`src/rtl/bst_pkg.sv`:
```
// Shared types, codes and constants for the breakpoint slot table.
// No dependencies; every other file in rtl/ imports this package.
package bst_pkg;

    // Default number of breakpoint slots.
    localparam int SLOTS_DEFAULT = 32;

    // Depth of the command queue between front and engine.
    localparam int QUEUE_DEPTH = 2;
    localparam int QPTR_W      = (QUEUE_DEPTH > 1) ? $clog2(QUEUE_DEPTH) : 1;
    localparam int QCNT_W      = $clog2(QUEUE_DEPTH + 1);

    // Fixed instruction words and address rules.
    localparam logic [31:0] BRK_PLAIN  = 32'hD420_0000;
    localparam logic [31:0] BRK_DEBUG  = 32'hD420_0020;
    localparam logic [63:0] ALIGN_MASK = 64'h3;
    localparam logic [63:0] INSN_BYTES = 64'd4;

    // Command codes on the input tuser.
    typedef enum logic [2:0] {
        CMD_SET     = 3'd0,
        CMD_DELETE  = 3'd1,
        CMD_ENABLE  = 3'd2,
        CMD_DISABLE = 3'd3,
        CMD_HIT     = 3'd4
    } cmd_e_t;

    // Result status codes on the output tuser.
    typedef enum logic [2:0] {
        STAT_OK         = 3'd0,
        STAT_MISALIGNED = 3'd1,
        STAT_FULL       = 3'd2,
        STAT_BAD        = 3'd3,
        STAT_FAULT      = 3'd4,
        STAT_UNKNOWN    = 3'd5
    } status_t;

    // Slot modes.
    typedef enum logic [1:0] {
        MODE_FREE      = 2'd0,
        MODE_ACTIVE    = 2'd1,
        MODE_SUSPENDED = 2'd2
    } mode_t;

    // Work kinds after classification by the front.
    typedef enum logic [2:0] {
        KIND_ERR     = 3'd0,
        KIND_SET     = 3'd1,
        KIND_DELETE  = 3'd2,
        KIND_ENABLE  = 3'd3,
        KIND_DISABLE = 3'd4,
        KIND_HIT     = 3'd5
    } kind_t;

    // Classified command as it travels through the queue.
    typedef struct packed {
        kind_t       kind;
        status_t     err_status;
        logic [63:0] address;    // set address, or pc minus 4 for a hit
        logic        temporary;
        logic [5:0]  handle;
        logic [31:0] word;
        logic        fetch_ok;
        logic        is_brk;     // word is one of the fixed breakpoint words
    } item_t;

    // One result beat.
    typedef struct packed {
        status_t     status;
        logic [5:0]  handle_out;
        logic        enter_debugger;
        logic        patch_write;
        logic [63:0] patch_address;
        logic [31:0] patch_word;
        logic [31:0] hit_total;
    } result_t;

endpackage

```
`src/rtl/bst_queue.sv`:
```
// Short queue of classified commands between the front and the engine.
// Depends on bst_pkg for the item type and depth.
module bst_queue import bst_pkg::*; (
    input  logic  aclk,
    input  logic  aresetn,
    input  logic  push,
    input  item_t push_item,
    output logic  full,
    output logic  pop_valid,
    input  logic  pop_ready,
    output item_t pop_item
);

    item_t              entry_mem [QUEUE_DEPTH];
    logic [QPTR_W-1:0]  wr_ptr_reg, wr_ptr_next;
    logic [QPTR_W-1:0]  rd_ptr_reg, rd_ptr_next;
    logic [QCNT_W-1:0]  count_reg, count_next;
    logic               do_pop;

    assign full      = (count_reg == QCNT_W'(QUEUE_DEPTH));
    assign pop_valid = (count_reg != '0);
    assign pop_item  = entry_mem[rd_ptr_reg];
    assign do_pop    = pop_valid && pop_ready;

    // Pointer and fill count update.
    always_comb begin
        wr_ptr_next = wr_ptr_reg;
        rd_ptr_next = rd_ptr_reg;
        count_next  = count_reg;
        if (push) begin
            wr_ptr_next = (wr_ptr_reg == QPTR_W'(QUEUE_DEPTH - 1)) ? '0 : wr_ptr_reg + 1'b1;
        end
        if (do_pop) begin
            rd_ptr_next = (rd_ptr_reg == QPTR_W'(QUEUE_DEPTH - 1)) ? '0 : rd_ptr_reg + 1'b1;
        end
        if (push && !do_pop) begin
            count_next = count_reg + 1'b1;
        end else if (!push && do_pop) begin
            count_next = count_reg - 1'b1;
        end
    end

    always_ff @(posedge aclk) begin
        if (!aresetn) begin
            wr_ptr_reg <= '0;
            rd_ptr_reg <= '0;
            count_reg  <= '0;
        end else begin
            wr_ptr_reg <= wr_ptr_next;
            rd_ptr_reg <= rd_ptr_next;
            count_reg  <= count_next;
        end
    end

    // Entry storage holds payload only.
    always_ff @(posedge aclk) begin
        if (push) begin
            entry_mem[wr_ptr_reg] <= push_item;
        end
    end

endmodule

```
`config.mk`:
```
export PLATFORM = sky130hd
export DESIGN_NAME = bst_queue
export DESIGN_NICKNAME = d
export VERILOG_FILES = /design/src/rtl/bst_pkg.sv /design/src/rtl/bst_queue.sv
export SDC_FILE = /design/constraint.sdc
export NUM_CORES = 1
export LEC_CHECK = 0
export ABC_AREA = 1
export BUFFER_PORTS_ARGS = -buffer_cell sky130_fd_sc_hd__buf_2
export CELL_PAD_IN_SITES_DETAIL_PLACEMENT = 2
export CELL_PAD_IN_SITES_GLOBAL_PLACEMENT = 2
export CORE_MARGIN = 2
export CORE_UTILIZATION = 36
export DETAILED_ROUTE_END_ITERATION = 16
export PLACE_DENSITY_LB_ADDON = 0.1
export SLEW_MARGIN = 15
export SYNTH_ARGS = -nofsm -noshare
export SYNTH_HDL_FRONTEND = slang
export SYNTH_SLANG_ARGS = --single-unit
```
`constraint.sdc`:
```
create_clock -name aclk -period 16.2 [get_ports aclk]
set_input_delay 3.24 -clock aclk [delete_from_list [all_inputs] [get_ports aclk]]
set_output_delay 3.24 -clock aclk [all_outputs]
set_load 0.02 [all_outputs]
```
==> Word level (Yosys, flattened, before mapping) <==
Memory sizes are Yosys's and may differ from the RTL's. A register that Yosys moved wholly into a read port is not among the register bits.
Cells that the tools add are included.
{ "totals": {"n_memories": 1, "output_inout_bits": 113, "mem_bits_rw": 222, "elab_cells": 24, "reg_bits": 4} }
{ "classes": {"n_mux": 8, "n_eq_ne": 1, "addsub": 4, "reduce_logical": 7} }
{ "mem_list": {"columns": ["name", "words", "width", "rd", "rd_ports_with_merged_regs", "write_ports", "line", "text"], "rows": [
  ["entry_mem", 2, 111, 1, 1, 1, "bst_queue.sv:14", "item_t entry_mem [QUEUE_DEPTH];"]
]} }
{ "ops": {"columns": ["op", "n"], "rows": [
  ["two-way mux 1 bit", 6],
  ["two-way mux 2 bit", 2],
  ["nonzero test 2 bit", 2],
  ["logical AND 1 bit", 3],
  ["adder 1 bit, second input constant", 2],
  ["adder 2 x 1 -> 2 bit, second input constant", 1],
  ["== test 2 bit, second input constant", 1],
  ["zero test 1 bit", 2],
  ["subtractor 2 x 1 -> 2 bit, second input constant", 1]
]} }

==> Longest topological paths before layout <==
{ "depth": {"ltp_word": 5, "ltp_mapped": 9, "mapped_depth_nobuf": 9} }

==> Worst setup path before layout <==
Ideal clock, no wire load.
{ "synth_path": {"path_kind": "in2reg", "startpoint": "in push", "endpoint": "mem entry_mem[0][0] (netlist bit), enable pin", "setup_time_ps": 585, "required_time_ps": 15615, "n_path_buf": 0, "slack_ps": 7690, "path_stages": 2, "t_arrival_ps": 7925, "path_cell_list": "inv_1 -> nor2_1"} }
{ "synth_between": {"elab_chain_cells": 2} }
{ "synth_rtl": {"columns": ["item", "line", "text"], "rows": [
  ["from (decl)", "bst_queue.sv:6", "input logic push,"],
  ["two-way mux 1 bit", "bst_queue.sv:57", "if (push) begin"],
  ["two-way mux 1 bit (implied by the code)", "bst_queue.sv:58", "entry_mem[wr_ptr_reg] <= push_item;"],
  ["to (decl)", "bst_queue.sv:14", null]
]} }
No other way between the ends.

==> summary.md <==
| Metric | Value |
|---|---|
| Seq/Total Area, Yosys | approximately 82% |
| Remaining DRCs | 0 |
| Max cap viols | 0 |
| DIE WIDTH | around 160 um |
| Critical Path Sink Type | output pin |
| Max rail drop VDD | 0.00008289 V |
| CTS Root Cell | clkbuf_16 |
| Initial core utilization | approximately 37% |
| Commonest non-fill, non-tap cell in the layout | buf_2 |
| Reg2Reg Capture Point | entry_mem[0][12] |
| Max FFs per register | approximately 220 |
| Detailed placement HPWL | between 10000 and 15000 um |
| Fin worst setup slack | 10.20 ns |
| WL final | 18380 um |
| # port buffers | approximately 230 |
| Post-Synthesis Net Count | around 500 |
| Hold depth | 2 |
| Non-filler cells, final | 932 |
| WP data required | between 10 and 15 ns |
| Post-Syn Area | approximately 8300 sq um |
| Die Height | 155.6 um |
| Dpl cells | between 800 and 900 |
| Setup violations, final | 0 |
| CTS tree | yes |
| Worst hold path class | flop to flop |
| Largest net degree at the start of global routing | a little under 60 |
| Mean Syn Cell Area | ~22 sq um |
| Final core utilization | between 40% and 50% |
| Fmax | around 0.17 GHz |
| DRT antenna net count | 0 |
| Fin. max-slew vios | 0 |
| Total CTS buffers | 25 |
| Metal2 WL | about 9300 um |
| R2R setup slack | about 14 ns |
| Layout cell share with drive strength beyond 1 | 59.07% |
| Full die area | ~24000 sq um |
| Crit Path Max Fanout | 57 |
| Hold Buf Count CTS | 0 |
| Tmin final | roughly 6 ns |
| Wire per inst | between 15 and 20 um |
| Global Route Usage Sum | between 10% and 20% |
| 1st-pass router iterations | 4 |
| GPL Wtd Cong | ~0.7 |
| Power per cell area | around 140 nW/um^2 |
| Worst slack, placed | approximately 11 ns |
| Hold path startpoint | rd_ptr_reg |
| Postcts setup bufs | 0 |
| CP Launch Type | flop |
| Worst slew pin tran | about 0.81 ns |
| Hold WS | roughly 0.53 ns |
| Critical R2R Launch | wr_ptr_reg |
| Initial DRC count | 210 |
| Status | complete, no violations |
| Pleak | around 4 nW |
| Met3 routed WL | roughly 1300 um |
| Vias in the first global route | 4852 |
| I/O pins | between 200 and 250 |
| Longest Clk Path Bufs | 3 |
| First-pass GRT wire length | approximately 28000 um |
| Skew final | roughly 0.011 ns |
| Clk pin slew, worst setup/hold paths | around 0.060 ns |
| Initial antenna violation count | 2 |
| Hold path endpoint | rd_ptr_reg |
| Crit path kind | flop to output pin |
| YS warnings | 0 |
| Cell count after synthesis | ~380 |
| DR top layer | met4 |
| Row cnt | 55 |
| H-tree depth | 1 |
| Vias/cell | 4.647 |
| Core Box Area | approximately 23000 sq um |
| Fillers | ~2100 |
| Synth Register Bits | 227 |
| WL met1 | ~7400 um |
| Final TNS setup | 0 ns |
| Layout area overhead | 26.89% |
| Vias | between 4000 and 5000 |
| CTS Sinks | 227 |
| Final Hold Fails | 0 |
| Gates resized, CTS repair | 0 |
| Most frequent cells in the layout | buf_2, edfxtp_1, mux2_2 |
| Worst r2r path cells | 3 |
| CP Data Arrival Time | roughly 2.8 ns |
| Yosys cell types | 14 |
| RSZ-0062 raised after global routing | no |
| GRT overflow | 0 |
| Skew-Pair Late Insertion Delay | 0.50 ns |
| Tcrit/Tclk final | a little under two fifths |
| Fin nets | 743 |
| Max-slew headroom | a little under half |
-- synthesized netlist by cell type --
| library cell | instances | share of area [%] |
|---|---|---|
| dfxtp_1 | 5 | 1.2 |
| inv_1 | 8 | 0.36 |
| ha_1 | 1 | 0.15 |
| buf_6 | 10 | 1.4 |
| mux2_2 | 111 | 15 |
| o21a_1 | 1 | 0.091 |
| nor2_1 | 8 | 0.36 |
| nand3_1 | 1 | 0.060 |
| nand4_1 | 1 | 0.076 |
| a21oi_1 | 1 | 0.060 |
| edfxtp_1 | 222 | 81 |
| buf_2 | 2 | 0.12 |
| nand2_1 | 9 | 0.41 |
| o21ai_0 | 1 | 0.060 |
-- logic make-up (layout without fill, tap and decap cells) --
kind of cell | Yosys count | count (layout) | share of synthesized area, %
mux | 111 | 111 | 15.11
simple gates | 19 | 19 | 0.9073
fa+ha+maj | 1 | 1 | 0.1512
flops | 227 | 227 | 81.78
compound gates | 3 | 3 | 0.2116
other cells | 0 | 2 | 0
buf+inv | 20 | 284 | 1.845
-- layer usage --
layer  track usage [%]  up-vias
met5                 0        -
met4             4.019        0
met3             3.806       31
met2             26.11      151
met1             18.97     2156
li1                  -     1993
-- final cells by class --
cell class                 instances  area, sq um  area share (%)
clock inverter                    10        102.6          0.9772
timing repair buffer             231         1166           11.11
tap                              285        356.6           3.397
inverter                           8        32.53          0.3099
clock buffer                      35        703.2           6.698
antenna                            2        5.005         0.04767
multi-input combinational        134         1363           12.98
sequential                       227         6770           64.49
-- critical path, cell delays in order (launching register included) --
cell and delay, ns:
dfxtp_4 0.84, buf_4 0.72, mux2_2 0.45, buf_2 0.17
-- how the worst max path moves through the flow --
stage	start	to	slack, ns	depth (start not counted)
after floorplan	push	entry_mem[0][0]	7.69	2
after CTS	flop	pop_item[7]	10.12	3
after global placement	flop	pop_item[7]	10.65	3
after global routing	flop	pop_item[7]	10.00	3
final	flop	pop_item[7]	10.20	3
after detailed placement	flop	pop_item[7]	10.68	3
-- power by group --
part | switching (mW) | internal [mW]
registers | 0.0159 | 0.681
logic | 0.112 | 0.0762
clock network | 0.215 | 0.333
-- metrics by stage --
step                cell area [sq um]  power, mW
finish                          10500      1.433
global route                    10490      1.492
CTS                             10490      1.457
detailed placement               9688     0.9016
global placement                 9688     0.8954
floorplan                        8274     0.8346
Power figures use the tool's default switching activity.
