$ cat src/rtl/bst_pkg.sv
// Shared types, codes and constants for the breakpoint slot table.
// No dependencies; every other file in rtl/ imports this package.
package bst_pkg;

    // Default number of breakpoint slots.
    localparam int SLOTS_DEFAULT = 32;

    // Depth of the command queue between front and engine.
    localparam int QUEUE_DEPTH = 2;
    localparam int QPTR_W      = (QUEUE_DEPTH > 1) ? $clog2(QUEUE_DEPTH) : 1;
    localparam int QCNT_W      = $clog2(QUEUE_DEPTH + 1);

    // Fixed instruction words and address rules.
    localparam logic [31:0] BRK_PLAIN  = 32'hD420_0000;
    localparam logic [31:0] BRK_DEBUG  = 32'hD420_0020;
    localparam logic [63:0] ALIGN_MASK = 64'h3;
    localparam logic [63:0] INSN_BYTES = 64'd4;

    // Command codes on the input tuser.
    typedef enum logic [2:0] {
        CMD_SET     = 3'd0,
        CMD_DELETE  = 3'd1,
        CMD_ENABLE  = 3'd2,
        CMD_DISABLE = 3'd3,
        CMD_HIT     = 3'd4
    } cmd_e_t;

    // Result status codes on the output tuser.
    typedef enum logic [2:0] {
        STAT_OK         = 3'd0,
        STAT_MISALIGNED = 3'd1,
        STAT_FULL       = 3'd2,
        STAT_BAD        = 3'd3,
        STAT_FAULT      = 3'd4,
        STAT_UNKNOWN    = 3'd5
    } status_t;

    // Slot modes.
    typedef enum logic [1:0] {
        MODE_FREE      = 2'd0,
        MODE_ACTIVE    = 2'd1,
        MODE_SUSPENDED = 2'd2
    } mode_t;

    // Work kinds after classification by the front.
    typedef enum logic [2:0] {
        KIND_ERR     = 3'd0,
        KIND_SET     = 3'd1,
        KIND_DELETE  = 3'd2,
        KIND_ENABLE  = 3'd3,
        KIND_DISABLE = 3'd4,
        KIND_HIT     = 3'd5
    } kind_t;

    // Classified command as it travels through the queue.
    typedef struct packed {
        kind_t       kind;
        status_t     err_status;
        logic [63:0] address;    // set address, or pc minus 4 for a hit
        logic        temporary;
        logic [5:0]  handle;
        logic [31:0] word;
        logic        fetch_ok;
        logic        is_brk;     // word is one of the fixed breakpoint words
    } item_t;

    // One result beat.
    typedef struct packed {
        status_t     status;
        logic [5:0]  handle_out;
        logic        enter_debugger;
        logic        patch_write;
        logic [63:0] patch_address;
        logic [31:0] patch_word;
        logic [31:0] hit_total;
    } result_t;

endpackage

$ cat src/rtl/bst_front.sv
// Input front end of the breakpoint slot table: unpacks the input beat,
// classifies the command and pushes it into the queue. Depends on bst_pkg.
module bst_front import bst_pkg::*; #(
    parameter int SLOTS = SLOTS_DEFAULT
) (
    input  logic         s_tvalid,
    output logic         s_tready,
    input  logic [103:0] s_tdata,   // address, temporary, handle, fetched_word, fetch_ok
    input  logic [2:0]   s_tuser,   // command
    input  logic         q_full,
    output logic         q_push,
    output item_t        q_item
);

    localparam logic [8:0] SLOTS_W9 = 9'(SLOTS);

    logic [63:0] address;
    logic        temporary;
    logic [5:0]  handle;
    logic [31:0] word;
    logic        fetch_ok;
    logic        handle_ok;

    // Field unpacking.
    assign address   = s_tdata[63:0];
    assign temporary = s_tdata[64];
    assign handle    = s_tdata[70:65];
    assign word      = s_tdata[102:71];
    assign fetch_ok  = s_tdata[103];

    // A beat is taken whenever the queue has room.
    assign s_tready = !q_full;
    assign q_push   = s_tvalid && !q_full;

    assign handle_ok = (handle != 6'd0) && ({3'b000, handle} <= SLOTS_W9);

    // Classify the command; errors that need no table lookup are settled here.
    always_comb begin
        q_item            = '0;
        q_item.kind       = KIND_ERR;
        q_item.err_status = STAT_BAD;
        q_item.address    = address;
        q_item.temporary  = temporary;
        q_item.handle     = handle;
        q_item.word       = word;
        q_item.fetch_ok   = fetch_ok;
        q_item.is_brk     = (word == BRK_PLAIN) || (word == BRK_DEBUG);
        case (cmd_e_t'(s_tuser))
            CMD_SET: begin
                if ((address & ALIGN_MASK) != 64'd0) begin
                    q_item.err_status = STAT_MISALIGNED;
                end else begin
                    q_item.kind = KIND_SET;
                end
            end
            CMD_DELETE: begin
                if (handle_ok) q_item.kind = KIND_DELETE;
            end
            CMD_ENABLE: begin
                if (handle_ok) q_item.kind = KIND_ENABLE;
            end
            CMD_DISABLE: begin
                if (handle_ok) q_item.kind = KIND_DISABLE;
            end
            CMD_HIT: begin
                q_item.kind    = KIND_HIT;
                q_item.address = address - INSN_BYTES;
            end
            default: begin
                q_item.kind = KIND_ERR;
            end
        endcase
    end

endmodule

$ cat config.mk
export PLATFORM = sky130hd
export DESIGN_NAME = bst_front
export DESIGN_NICKNAME = d
export VERILOG_FILES = /design/src/rtl/bst_pkg.sv /design/src/rtl/bst_front.sv
export SDC_FILE = /design/constraint.sdc
export NUM_CORES = 1
export LEC_CHECK = 0
export BUFFER_PORTS_ARGS = -buffer_cell sky130_fd_sc_hd__buf_2
export CAP_MARGIN = 25
export CORE_AREA = 2 2 85 87
export DETAILED_ROUTE_END_ITERATION = 16
export DIE_AREA = 0 0 87 89
export GPL_ROUTABILITY_DRIVEN = 0
export GPL_TIMING_DRIVEN = 0
export MAX_ROUTING_LAYER = met4
export PLACE_DENSITY = 0.78
export SLEW_MARGIN = 20
export SYNTH_ARGS = -nofsm -noshare
export SYNTH_HDL_FRONTEND = slang
export SYNTH_SLANG_ARGS = --single-unit
$ cat constraint.sdc
create_clock -name vclk -period 5.6
set_input_delay 1.12 -clock vclk [all_inputs]
set_output_delay 1.12 -clock vclk [all_outputs]
set_load 0.03 [all_outputs]
Word-level counts from Yosys, hierarchy flattened:

Index checks and enable logic that the tools add are counted.
Widths: inputs -> output; s select.

* bits in registers: 0
* input bits: 109
* output and inout port bits: 113
* logic and storage cells: 23

* $add $sub $neg: 1
* $lt $le $gt $ge: 1
* equality and inequality tests: 6
* muxes and demuxes: 8
* reduce and logical (&&, ||, !) cells: 7

Operators by type and width (count)
* $eq 32x32->1 const B: 2
* $mux 64: 1
* $reduce_bool 64->1: 1
* $sub 64x3->64 const B: 1
* $pmux 3 s5: 1
* $eq 3x2->1 const B: 2
* $le 6x6->1 const B: 1
* $mux 2: 3
* $mux 3: 2
* $reduce_bool 6->1: 1
* $eq 3x1->1 const B: 1
* $eq 3x3->1 const B: 1
* $logic_not 3->1: 1
* $logic_and 1x1->1: 2
* $logic_not 1->1: 1
* $logic_or 1x1->1: 1
* $mux 1: 1

Longest topological paths before layout:

Gate-level depths: netlist of the first run.

* depth in word-level cells: 4
* mapped depth: 7
* mapped depth without buffers: 7

Worst setup path before layout of the first run:

Ideal clock, no wire load.

* path type: input port to output port
* from: input port s_tdata[65]
* to: output port q_item[108] (netlist bit)
* arrival time: 3.003 ns
* required time: 4.480 ns
* slack: 1.477 ns
* stages: 4
* path buffers: 0
* path through: or4_1 > o21a_1 > or3_1 > a211oi_1

RTL lines
* start: declaration: line bst_front.sv:8 `input logic [103:0] s_tdata,`
* end: declaration: line bst_front.sv:12 `output item_t q_item`

==> results of run 1 <==
==> layout by cell type, fill, tap and decap left out, drive strengths merged, types with 2 or more instances in the layout <==
cell | Yosys | final
nand3b | 4 | 4
inv | 3 | 3
nand2b | 3 | 3
nor4b | 3 | 3
nor2 | 25 | 25
nand3 | 11 | 11
buf | 46 | 261
or4 | 4 | 4
xnor2 | 36 | 36
xor2 | 26 | 26
and2 | 2 | 2
or3 | 4 | 4
or2 | 4 | 4
nand4 | 14 | 14
nand2 | 19 | 19
and4bb | 2 | 2
conb | 2 | 2
nor3b | 5 | 5
nor3 | 23 | 23
nor4 | 21 | 21
nand4b | 4 | 4
==> layer usage <==
layer	global-route usage (%)	wire length (um)	up-vias	part of all wire [%]
li1	-	-	1353	-
met1	20.7	2950	1215	37
met2	36.9	4360	125	55
met3	1.75	539	4	6.8
met4	0.994	38	0	0.48
met5	-	0	-	0
==> area by class of cell <==
class / instances / area (um^2) / area share (%)
Timing Repair Buffer: 215 / 1080 / 34.6
Multi-Input combinational cell: 218 / 1580 / 50.7
Buffer: 47 / 347 / 11.1
Inverter: 3 / 11.3 / 0.362
Tap cell: 80 / 100 / 3.22
==> power breakdown <==
group          switching [mW]  internal, mW
clock network               0             0
registers                   0             0
logic                   0.164        0.0961
==> path summary, 6_finish.rpt <==
path | to | from | slack [ns] | cells after the start
worst min-delay path | q_item[7] | s_tdata[76] | 2.49 | 2
worst max-delay path | q_item[88] | s_tdata[28] | 1.22 | 8
==> through the flow <==
stage	util, %	cell area (um^2)
final	46.3	3110
after global routing	46.3	3110
after CTS	46.3	3110
after detailed placement	46.3	3110
after global placement	46.3	3110
after floorplan	-	1940
==> logic make-up after synthesis <==
family / after synthesis
and+or+nand+nor: 149
buffers and inverters: 50
xor gates and xnor gates: 62
other: 2
AOI/OAI and AO/OA: 4
adders and majority gates: 1
==> results.md, run 1 <==
- Layout cells sized above 1: 59.0%
- DRT Wirelength: 7880 um
- Drt wl/cell: 14.0 um
- Post-Synth Simple-Gate Area: 51.0%
- RSZ-0062 raised after global routing: false
- Min Tclk post-route: 4.38 ns
- Seq/Total Area, Yosys: 0%
- Final period util: 78.1%
- Leakage: 1.56 nW
- Post-layout nets: 595
- Pre-antenna DRT Iters: 4
- Most common cell in the netlist: buf_4
- Synth warn: 0
- Post-synthesis cell count: 268
- Mapped Nets: 378
- Largest family of logic cells by synthesized area: simple AND/OR/NAND/NOR gates
- Req. time, crit path: 4.48 ns
- Top post-synthesis cells by area: buf_4 17%, xnor2_1 16%, xor2_1 12%
- Setup Viol. Count Final: 0
- CP Cell Sequence: buf_2 > nor3_1 > nand2_1 > nor4_4 > buf_4 > nand4b_1 > xnor2_1 > buf_2
- Overall Power: 0.260 mW
- Hold-fix buffers, CTS: 0
- WHS: 2.49 ns
- PostCTS Resize Cnt: 0
- Critical path startpoint category: input port
- Mean post-synth cell area: 7.23 um^2
- IO Port Bufs: 215
- Most instantiated cells after synthesis: 45 x buf_4, 36 x xnor2_1, 26 x xor2_1
- DRT iter0 DRCs: 69
- Top Ports: 222
- Mux share of post-synthesis cell area: 0%
- Area Growth Syn to Fin: 60.7%
- Peak Freq: 229 MHz
- Crit Path Category: in -> out
- Postcts setup bufs: 0
- Layout fillers: 684
- Die X: 87 um
- Mapped cell area: 1940 um^2
- PwrDens: 83.5 nW/um^2
- Post-route DRC: 0
- Core ar.: 6720 um^2
- First-pass GRT wire length: 11300 um
- Slowest stage delay, CP: 0.67 ns
- Synth Area in XOR/XNOR: 28.0%
- Register Area: 0 um^2
- Antenna cells: 0
- Crit path buf inv count: 3
- Slew Limit Headroom: 46.2%
- Actual slew at the worst max-slew pin: 0.800 ns
- Top cell type's share of synthesized area: 17.4%
- Status: complete, no violations
- Slew Viols, Final: 0
- Initial antenna violation count: 0
- DIE HEIGHT: 89 um
- Delay-heaviest family, CP: simple AND/OR/NAND/NOR gates
- Worst slack, placed: 1.12 ns
- Pin count of the biggest net entering global routing: 11
- Vias in the first global route: 2365
- Synth cell types: 41
- ANT nets after route: 0
- Die ar.: 7740 um^2
- Setup_tns: 0 ns
- Arrival time worst endpoint: 3.26 ns
- Placed Cells incl. Taps: 563
- Synth area leader: buf_4
- Worst min-delay path class: in -> out
- Final Hold Vio Count: 0
- Layout Cells excl Fill: 563
- CP max-delay cell: nor3_1
- Most used cell, CP: buf_2
- Vias: 2697
- CP Max Fanout: 10
- # rows: 30
- Setup crit end kind: output pin
- Via density: 4.79
- Compound-Gate Fraction of Synth Area: 1.42%
- Starting Density: 28.8%
- Gr ovfl total: 0
- Seq Cell Count: 0
- Overall global routing resource usage: 18.5%
- Adder-cell share of the synthesized area: 0.646%
- Maxcap violations: 0
- Layout clock buffers: 0
- Max IR drop VDD: 0.0504 mV
- Final WS setup: 1.22 ns
- Detail Placement HPWL: 7190 um
(Power assumes the default switching activity.)
==> inputs of run 2 (changes only) <==
--- a/config.mk
+++ b/config.mk
@@ -5,15 +5,16 @@
 export SDC_FILE = /design/constraint.sdc
 export NUM_CORES = 1
 export LEC_CHECK = 0
+export ABC_AREA = 1
 export BUFFER_PORTS_ARGS = -buffer_cell sky130_fd_sc_hd__buf_2
 export CAP_MARGIN = 25
-export CORE_AREA = 2 2 85 87
+export CORE_AREA = 2 2 87 89
 export DETAILED_ROUTE_END_ITERATION = 16
-export DIE_AREA = 0 0 87 89
+export DIE_AREA = 0 0 89 91
 export GPL_ROUTABILITY_DRIVEN = 0
 export GPL_TIMING_DRIVEN = 0
 export MAX_ROUTING_LAYER = met4
-export PLACE_DENSITY = 0.78
+export PLACE_DENSITY = 0.86
 export SLEW_MARGIN = 20
 export SYNTH_ARGS = -nofsm -noshare
 export SYNTH_HDL_FRONTEND = slang
==> constraint.sdc (replaced) <==
create_clock -name vclk -period 4.4
set_input_delay 0.88 -clock vclk [all_inputs]
set_output_delay 0.88 -clock vclk [all_outputs]
set_load 0.03 [all_outputs]
==> run 2 against run 1 <==
First-iteration DRC count rose to 3.4 times the previous value. Global-route usage rose by 7.2 points. Critical path depth rose by 2. Final area rose by 25%. Hold slack got worse by 0.48 ns. Worst setup slack got worse by 0.17 ns. Synthesized cell count rose by 110%. Synthesized area rose by 39%. Critical path type unchanged. Largest cell class unchanged.
==> results.md, run 2 <==
- Seq Cell Count: 0 (unchanged)
- Initial antenna violation count: 0 (unchanged)
- PostCTS Resize Cnt: 0 (unchanged)
- Final WS setup: 1.05 ns (was 1.22 ns)
- Status: complete, no violations (unchanged)
- Layout clock buffers: 0 (unchanged)
- Most common cell in the netlist: nand2_1 (was buf_4)
- Arrival time worst endpoint: 2.47 ns (was 3.26 ns)
- CP Cell Sequence: buf_2 > inv_1 > ha_1 > nand3_1 > nor2_8 > nand2_2 > nor2_4 > nand2_1 > xor2_1 > buf_2 (was buf_2 > nor3_1 > nand2_1 > nor4_4 > buf_4 > nand4b_1 > xnor2_1 > buf_2)
- CP max-delay cell: nor2_8 (was nor3_1)
- Worst min-delay path class: in -> out (unchanged)
- Die X: 89 um (was 87 um)
- Vias in the first global route: 3749 (was 2365)
- Top Ports: 222 (unchanged)
- Maxcap violations: 0 (unchanged)
- Seq/Total Area, Yosys: 0% (unchanged)
- Most frequent cells in the layout: 217 x buf_2, 159 x nand2_1, 129 x nor2_1, 79 x inv_1, 44 x buf_4 (was 216 x buf_2, 45 x buf_4, 36 x xnor2_1, 26 x xor2_1, 25 x nor2_1)
- Mapped Nets: 661 (was 378)
- Top cell type's share of synthesized area: 22.2% (was 17.4%)
- IO Port Bufs: 217 (was 215)
- DRT iter0 DRCs: 236 (was 69)
- Worst slack, placed: 1.05 ns (was 1.12 ns)
- Core ar.: 7140 um^2 (was 6720 um^2)
- Commonest non-fill, non-tap cell in the layout: buf_2 (unchanged)
- Starting Density: 37.7% (was 28.8%)
- Peak Freq: 299 MHz
- CP Max Fanout: 9 (was 10)
- Crit Path Category: in -> out (unchanged)
- Slowest stage delay, CP: 0.23 ns (was 0.67 ns)
- Setup_tns: 0 ns (unchanged)
- Vias: 4094 (was 2697)
- Most instantiated cells after synthesis: 159 x nand2_1, 129 x nor2_1, 79 x inv_1 (was 45 x buf_4, 36 x xnor2_1, 26 x xor2_1)
- Final Hold Vio Count: 0 (unchanged)
- Detail Placement HPWL: 9830 um (was 7190 um)
- Most used cell, CP: buf_2 (unchanged)
- Pre-antenna DRT Iters: 5 (was 4)
- Setup Viol. Count Final: 0 (unchanged)
- Synth cell types: 23 (was 41)
- Via density: 4.72 (was 4.79)
- # rows: 31 (was 30)
- Die ar.: 8100 um^2 (was 7740 um^2)
- ANT nets after route: 0 (unchanged)
- Req. time, crit path: 3.52 ns (was 4.48 ns)
- Pin count of the biggest net entering global routing: 10 (was 11)
- Synth warn: 0 (unchanged)
- Area Growth Syn to Fin: 45.0% (was 60.7%)
- Critical path startpoint category: input port (unchanged)
- Register Area: 0 um^2 (unchanged)
- DRT Wirelength: 10700 um (was 7880 um)
- Max IR drop VDD: 0.0778 mV (was 0.0504 mV)
- Worst hold path startpoint: s_tdata[103] (was s_tdata[76])
- RSZ-0062 raised after global routing: false (unchanged)
- Slew Viols, Final: 0 (unchanged)
- PwrDens: 93.5 nW/um^2 (was 83.5 nW/um^2)
- Postcts setup bufs: 0 (unchanged)
- Gr ovfl total: 0 (unchanged)
- Hold-fix buffers, CTS: 0 (unchanged)
- DIE HEIGHT: 91 um (was 89 um)
- Overall global routing resource usage: 25.7% (was 18.5%)
- Worst setup startpoint: s_tdata[2] (was s_tdata[28])
- Mean post-synth cell area: 4.88 um^2 (was 7.23 um^2)
- Mapped cell area: 2690 um^2 (was 1940 um^2)
- First-pass GRT wire length: 16400 um (was 11300 um)
- Synth area leader: nand2_1 (was buf_4)
- Post-route DRC: 0 (unchanged)
- Antenna cells: 0 (unchanged)
- Post-layout nets: 880 (was 595)
- Leakage: 2.20 nW (was 1.56 nW)
- Top post-synthesis cells by area: nand2_1 22%, nor2_1 18%, buf_4 12% (was buf_4 17%, xnor2_1 16%, xor2_1 12%)
- Min Tclk post-route: 3.35 ns
- Final period util: 76.0%
- Layout cells sized above 1: 36.1% (was 59.0%)
- Setup crit end kind: output pin (unchanged)
- Drt wl/cell: 12.3 um (was 14.0 um)
- Post-synthesis cell count: 551 (was 268)
==> run 2: cell types whose count changed in the layout (fill, tap and decap cells not counted), sizes merged, moves of 5 or more <==
cell   change
nand2    +143
nor2     +116
inv       +76
nand3     +29
xnor2     -20
nor3      -19
nor4      -14
o21ai      +7
nor3b      -5
==> run 2: path summary, 6_finish.rpt <==
kind              slack, ns  depth (start not counted)         end
setup / recovery       1.05                         10  q_item[73]
hold / removal         2.01                          2   q_item[1]
==> run 2: cells by family after synthesis <==
| group | synth area share (%) |
|---|---|
| fa+ha+maj | 0.465 |
| xor+xnor | 12.4 |
| buf+inv | 23.3 |
| simple gates | 61.7 |
| compound gates | 1.86 |
| other cells | 0.279 |
==> run 2: area by class of cell <==
class,count,area (um^2)
buffer,44,330
multi-input combinational,428,2060
tap,99,124
fill,837,3240
inverter,79,297
timing repair buffer,217,1090
==> run 2: metal layers <==
layer	vias up	global-route usage (%)	share of wire [%]
met5	-	-	0
met4	0	9.95	4.4
met3	34	1.09	7.7
met2	221	46.8	50
met1	1751	29.0	38
li1	2088	-	-
==> run 2: critical path: cells and delay by family <==
| kind | cells | cell delay [ns] |
|---|---|---|
| adder cells (fa/ha/maj) | 1 | 0.17 |
| AND/OR/NAND/NOR | 5 | 0.83 |
| buffers and inverters | 3 | 0.42 |
| XOR/XNOR | 1 | 0.16 |
==> run 2: per-stage QoR <==
stage / area [um^2] / std cells / utilization, % / power [mW] / hold slack [ns]
global placement: 3900 / 867 / 54.6 / 0.360 / 2.01
floorplan: 2690 / 551 / - / 0.222 / 1.87
CTS: 3900 / 867 / 54.6 / 0.364 / 2.01
finish: 3900 / 867 / 54.6 / 0.365 / 2.01
detailed placement: 3900 / 867 / 54.6 / 0.363 / 2.01
global route: 3900 / 867 / 54.6 / 0.393 / 2.02
==> run 2: where the power goes <==
group | switching [mW] | internal (mW)
Sequential | 0 | 0
Combinational | 0.239 | 0.126
Clock | 0 | 0
